==> src/hdl/dem_pkg.sv <==
// Shared types, codes and word helpers for the dictionary edit-one matcher.
// No dependencies; imported by every module of the block.
`default_nettype none

package dem_pkg;

  localparam int CHARS = 15;

  localparam logic OP_LOAD  = 1'b0;
  localparam logic OP_QUERY = 1'b1;

  localparam logic [1:0] KIND_CORRECT = 2'd0;
  localparam logic [1:0] KIND_SIMILAR = 2'd1;
  localparam logic [1:0] KIND_NONE    = 2'd2;

  typedef struct packed {
    logic        op;
    logic [63:0] word_lo;
    logic [55:0] word_hi;
    logic [3:0]  word_len;
  } in_item_t;

  typedef struct packed {
    logic [1:0]  kind;
    logic [5:0]  entry_index;
    logic [63:0] entry_lo;
    logic [55:0] entry_hi;
    logic [3:0]  entry_len;
    logic        last;
  } out_item_t;

  // one stored word, bytes at or past len are zero
  typedef struct packed {
    logic [63:0] lo;
    logic [55:0] hi;
    logic [3:0]  len;
  } entry_t;

  typedef struct packed {
    logic exact;
    logic similar;
  } match_t;

  function automatic logic [7:0] char_at(entry_t e, int k);
    logic [119:0] w;
    w = {e.hi, e.lo};
    return w[8*k +: 8];
  endfunction

  function automatic entry_t mask_word(logic [63:0] lo, logic [55:0] hi, logic [3:0] len);
    logic [119:0] w;
    entry_t       r;
    w = {hi, lo};
    for (int k = 0; k < CHARS; k++) begin
      if (4'(k) >= len) w[8*k +: 8] = 8'd0;
    end
    r.lo  = w[63:0];
    r.hi  = w[119:64];
    r.len = len;
    return r;
  endfunction

endpackage

`default_nettype wire

==> src/hdl/dem_match.sv <==
// Compares the head dictionary entry against the query: exact or one edit apart.
// Depends on dem_pkg.
`default_nettype none

module dem_match
  import dem_pkg::*;
(
  input  wire entry_t dict_entry,
  input  wire entry_t query,
  output match_t      result
);

  logic [CHARS-1:0] eq;
  logic [CHARS-2:0] sh_a;   // dict[k+1] == query[k]
  logic [CHARS-2:0] sh_b;   // query[k+1] == dict[k]
  logic [CHARS-1:0] pre;
  logic [CHARS-1:0] suf_a;
  logic [CHARS-1:0] suf_b;
  logic [3:0]       diffs;
  logic             del_a;
  logic             del_b;
  logic             subst;

  always_comb begin
    for (int k = 0; k < CHARS; k++) begin
      eq[k] = char_at(dict_entry, k) == char_at(query, k);
    end
    for (int k = 0; k < CHARS - 1; k++) begin
      sh_a[k] = char_at(dict_entry, k + 1) == char_at(query, k);
      sh_b[k] = char_at(query, k + 1) == char_at(dict_entry, k);
    end
    diffs = 4'd0;
    for (int k = 0; k < CHARS; k++) begin
      diffs = diffs + 4'(!eq[k]);
    end
    // prefix of matches, suffix of shifted matches; padding is zero on both
    pre[0] = 1'b1;
    for (int i = 1; i < CHARS; i++) begin
      pre[i] = pre[i-1] & eq[i-1];
    end
    suf_a[CHARS-1] = 1'b1;
    suf_b[CHARS-1] = 1'b1;
    for (int i = CHARS - 2; i >= 0; i--) begin
      suf_a[i] = suf_a[i+1] & sh_a[i];
      suf_b[i] = suf_b[i+1] & sh_b[i];
    end
    del_a = |(pre & suf_a);
    del_b = |(pre & suf_b);
    subst = (dict_entry.len == query.len) && (diffs == 4'd1);
    result.exact   = dict_entry == query;
    // length compares one bit wider so a 15-char word never wraps to 0
    result.similar = subst
                   || (({1'b0, dict_entry.len} == ({1'b0, query.len} + 5'd1)) && del_a)
                   || (({1'b0, query.len} == ({1'b0, dict_entry.len} + 5'd1)) && del_b);
  end

endmodule

`default_nettype wire

==> config.mk <==
export PLATFORM = sky130hd
export DESIGN_NAME = dem_match
export DESIGN_NICKNAME = d
export VERILOG_FILES = /design/src/hdl/dem_pkg.sv /design/src/hdl/dem_match.sv
export SDC_FILE = /design/constraint.sdc
export NUM_CORES = 1
export LEC_CHECK = 0
export ABC_AREA = 1
export BUFFER_PORTS_ARGS = -buffer_cell sky130_fd_sc_hd__buf_2
export CELL_PAD_IN_SITES_DETAIL_PLACEMENT = 0
export CELL_PAD_IN_SITES_GLOBAL_PLACEMENT = 1
export CORE_MARGIN = 3
export CORE_UTILIZATION = 35
export DETAILED_ROUTE_END_ITERATION = 16
export PLACE_DENSITY = 0.87
export SLEW_MARGIN = 20
export SYNTH_ARGS = -nofsm -noshare
export SYNTH_HDL_FRONTEND = slang
export SYNTH_SLANG_ARGS = --single-unit
export TNS_END_PERCENT = 50
==> constraint.sdc <==
create_clock -name vclk -period 9.16
set_input_delay 0.458 -clock vclk [all_inputs]
set_output_delay 0.458 -clock vclk [all_outputs]
set_load 0.03 [all_outputs]
==> metrics <==
Avg Inst Size Synth=5.810 sq um; Bufs and invs on worst path=6; Via Count=6300; Initial DRC Count=268; setup bufs post-CTS=0; initial antenna violation count=0; crit path time final=5.306 ns; Crit-path slowest cell=fa_1; vias in the first global route=6154; gpl congestion=0.8866; dpl cell area=0.007005 sq mm; fmax=188.5 MHz; DIE HEIGHT=131.2 um; maximum VDD drop=18.92 uV; CP max stage delay=0.49 ns; Vias/cell=4.481; total gr overflow=0; Post-Route WL=18480 um; GRT Resource Usage Total=20.28%; Lkg Pwr=3.645 nW; antenna-violating nets left=0; design area=0.007005 sq mm; I/O pin count=250; commonest non-fill, non-tap cell in the layout=nand2_1; HPWL after detailed placement=17150 um; Worst-Margin Slew=0.5694 ns; initial core utilization=35.98%; Yosys Warn Count=0; most frequent cells in the layout=261 x nand2_1, 250 x buf_2, 175 x xnor2_1; fin nets=1459; core region area=0.01526 sq mm; Ant. Diodes=0; clock buffers=0; most used cell, CP=fa_1; pin count of the biggest net entering global routing=7; sequential share of the synthesized area=0%; Slew Limit Headroom=61.90%; post-route DRC violation count=0; Crit. Startpoint=query[37]; ratio of final minimum period to clock period=57.92%; area occupied by registers=0 sq um; Worst Path Arrival=4.85 ns; DR WL/cell=13.15 um; Die Wd=131.2 um; Mapped Area=0.005490 sq mm; area grow syn2layout=27.60%; # resized after CTS=0; Synth Instances=945; crit start category=input port; final hold viol count=0; Syn Nets=1207; num rows=45; first-pass GRT wire length=29980 um; Crit Path Max Fanout=4; maxcap violations=0; number of buffers added on ports=250; PwrDens=42.15 mW/mm^2; filler cell count=1720; die area=0.01723 sq mm; CP required=8.70 ns; status=finished clean; setup_tns=0 ns; CTS Hold Bufs=0; critical path class=input port to primary output; CP Cell Sequence=buf_2, or2_2, a21oi_1, nand3_1, nor2_1, inv_1, fa_1, inv_1, fa_1, fa_1, fa_1, inv_1, fa_1, inv_1, fa_1, nand2_1, nor2_1, o211ai_1, a21oi_1, a21oi_1, nand3_1, buf_2; Unique masters post-synth=28; fraction of layout cells with a size suffix above 1=22.43%; delay-heaviest family, CP=adder cells; Pre-antenna DRT Iters=4; post-layout utilization of the core=45.91%; type of the worst min-delay path=input port to primary output; endpoints failing setup=0; RSZ-0062 raised after global routing=false; Setup crit end kind=primary output; Hold Crit Start=dict_entry[3]; Seq cells=0; Pins Over Slew Limit=0
[metal layers]
metal	track usage [%]	part of all wire, %	routed length, um
met1	26.78	46	8503
met2	37.64	50	9151
met3	1.340	3.5	638
met4	1.750	1.0	189
met5	0	0	0
[worst paths after layout]
| kind | endpoint | slack, ns | cells after the start |
|---|---|---|---|
| setup / recovery | result[0] | 3.85 | 22 |
| hold / removal | result[0] | 1.54 | 7 |
[per-stage QoR]
| step | std cells | setup slack (ns) | total power, mW | hold slack, ns |
|---|---|---|---|---|
| final | 1406 | 3.854 | 0.2953 | 1.542 |
| after global routing | 1406 | 3.541 | 0.3316 | 1.606 |
| after CTS | 1406 | 3.833 | 0.2974 | 1.555 |
| after detailed placement | 1406 | 3.837 | 0.2962 | 1.554 |
| after global placement | 1406 | 3.933 | 0.2939 | 1.536 |
| after floorplan | 945 | 4.213 | 0.1623 | 1.255 |
[power by group]
| part | internal, mW | switching, mW | leakage, nW |
|---|---|---|---|
| sequential | 0 | 0 | 0 |
| combinational | 0.139 | 0.157 | 3.64 |
| clock | 0 | 0 | 0 |
| total | 0.139 | 0.157 | 3.64 |
[worst min-delay path: stages]
cell and delay (ns):
buf_2 0.09, nand3_1 0.06, nand4_1 0.09, nor2_1 0.06
nand2_1 0.07, nand3_1 0.07, buf_2 0.19
[cells in the mapped netlist (all sizes together)]
library cell	number	share of area, %
nor3	7	0.64
fa	10	3.6
nand4	45	5.4
nand3b	1	0.14
nor3b	1	0.14
ha	4	0.91
and3	1	0.14
o21ai	5	0.46
a21oi	9	0.82
o22ai	1	0.11
and2	3	0.34
nand3	19	2.1
nand2	261	18
clkinv	3	0.21
o211ai	2	0.27
xnor2	175	28
xor2	114	18
or2	4	0.46
a211o	1	0.16
nor2	142	10
nor4	8	0.91
inv	129	8.8
[final cells by class]
| cell class | count | area (sq um) | area share [%] |
|---|---|---|---|
| Tap cell | 211 | 264.0 | 3.769 |
| Inverter | 132 | 495.5 | 7.073 |
| Timing Repair Buffer | 250 | 1251 | 17.86 |
| Multi-Input combinational cell | 813 | 4995 | 71.30 |
[kinds of logic after synthesis]
kind of cell / share of synthesized area [%]
adder cells (fa/ha/maj): 4.558
XOR/XNOR: 46.10
buffers and inverters: 9.025
AO/OA/AOI/OAI: 1.823
AND/OR/NAND/NOR: 38.49
Note: power is estimated with default switching activity, not from simulation.
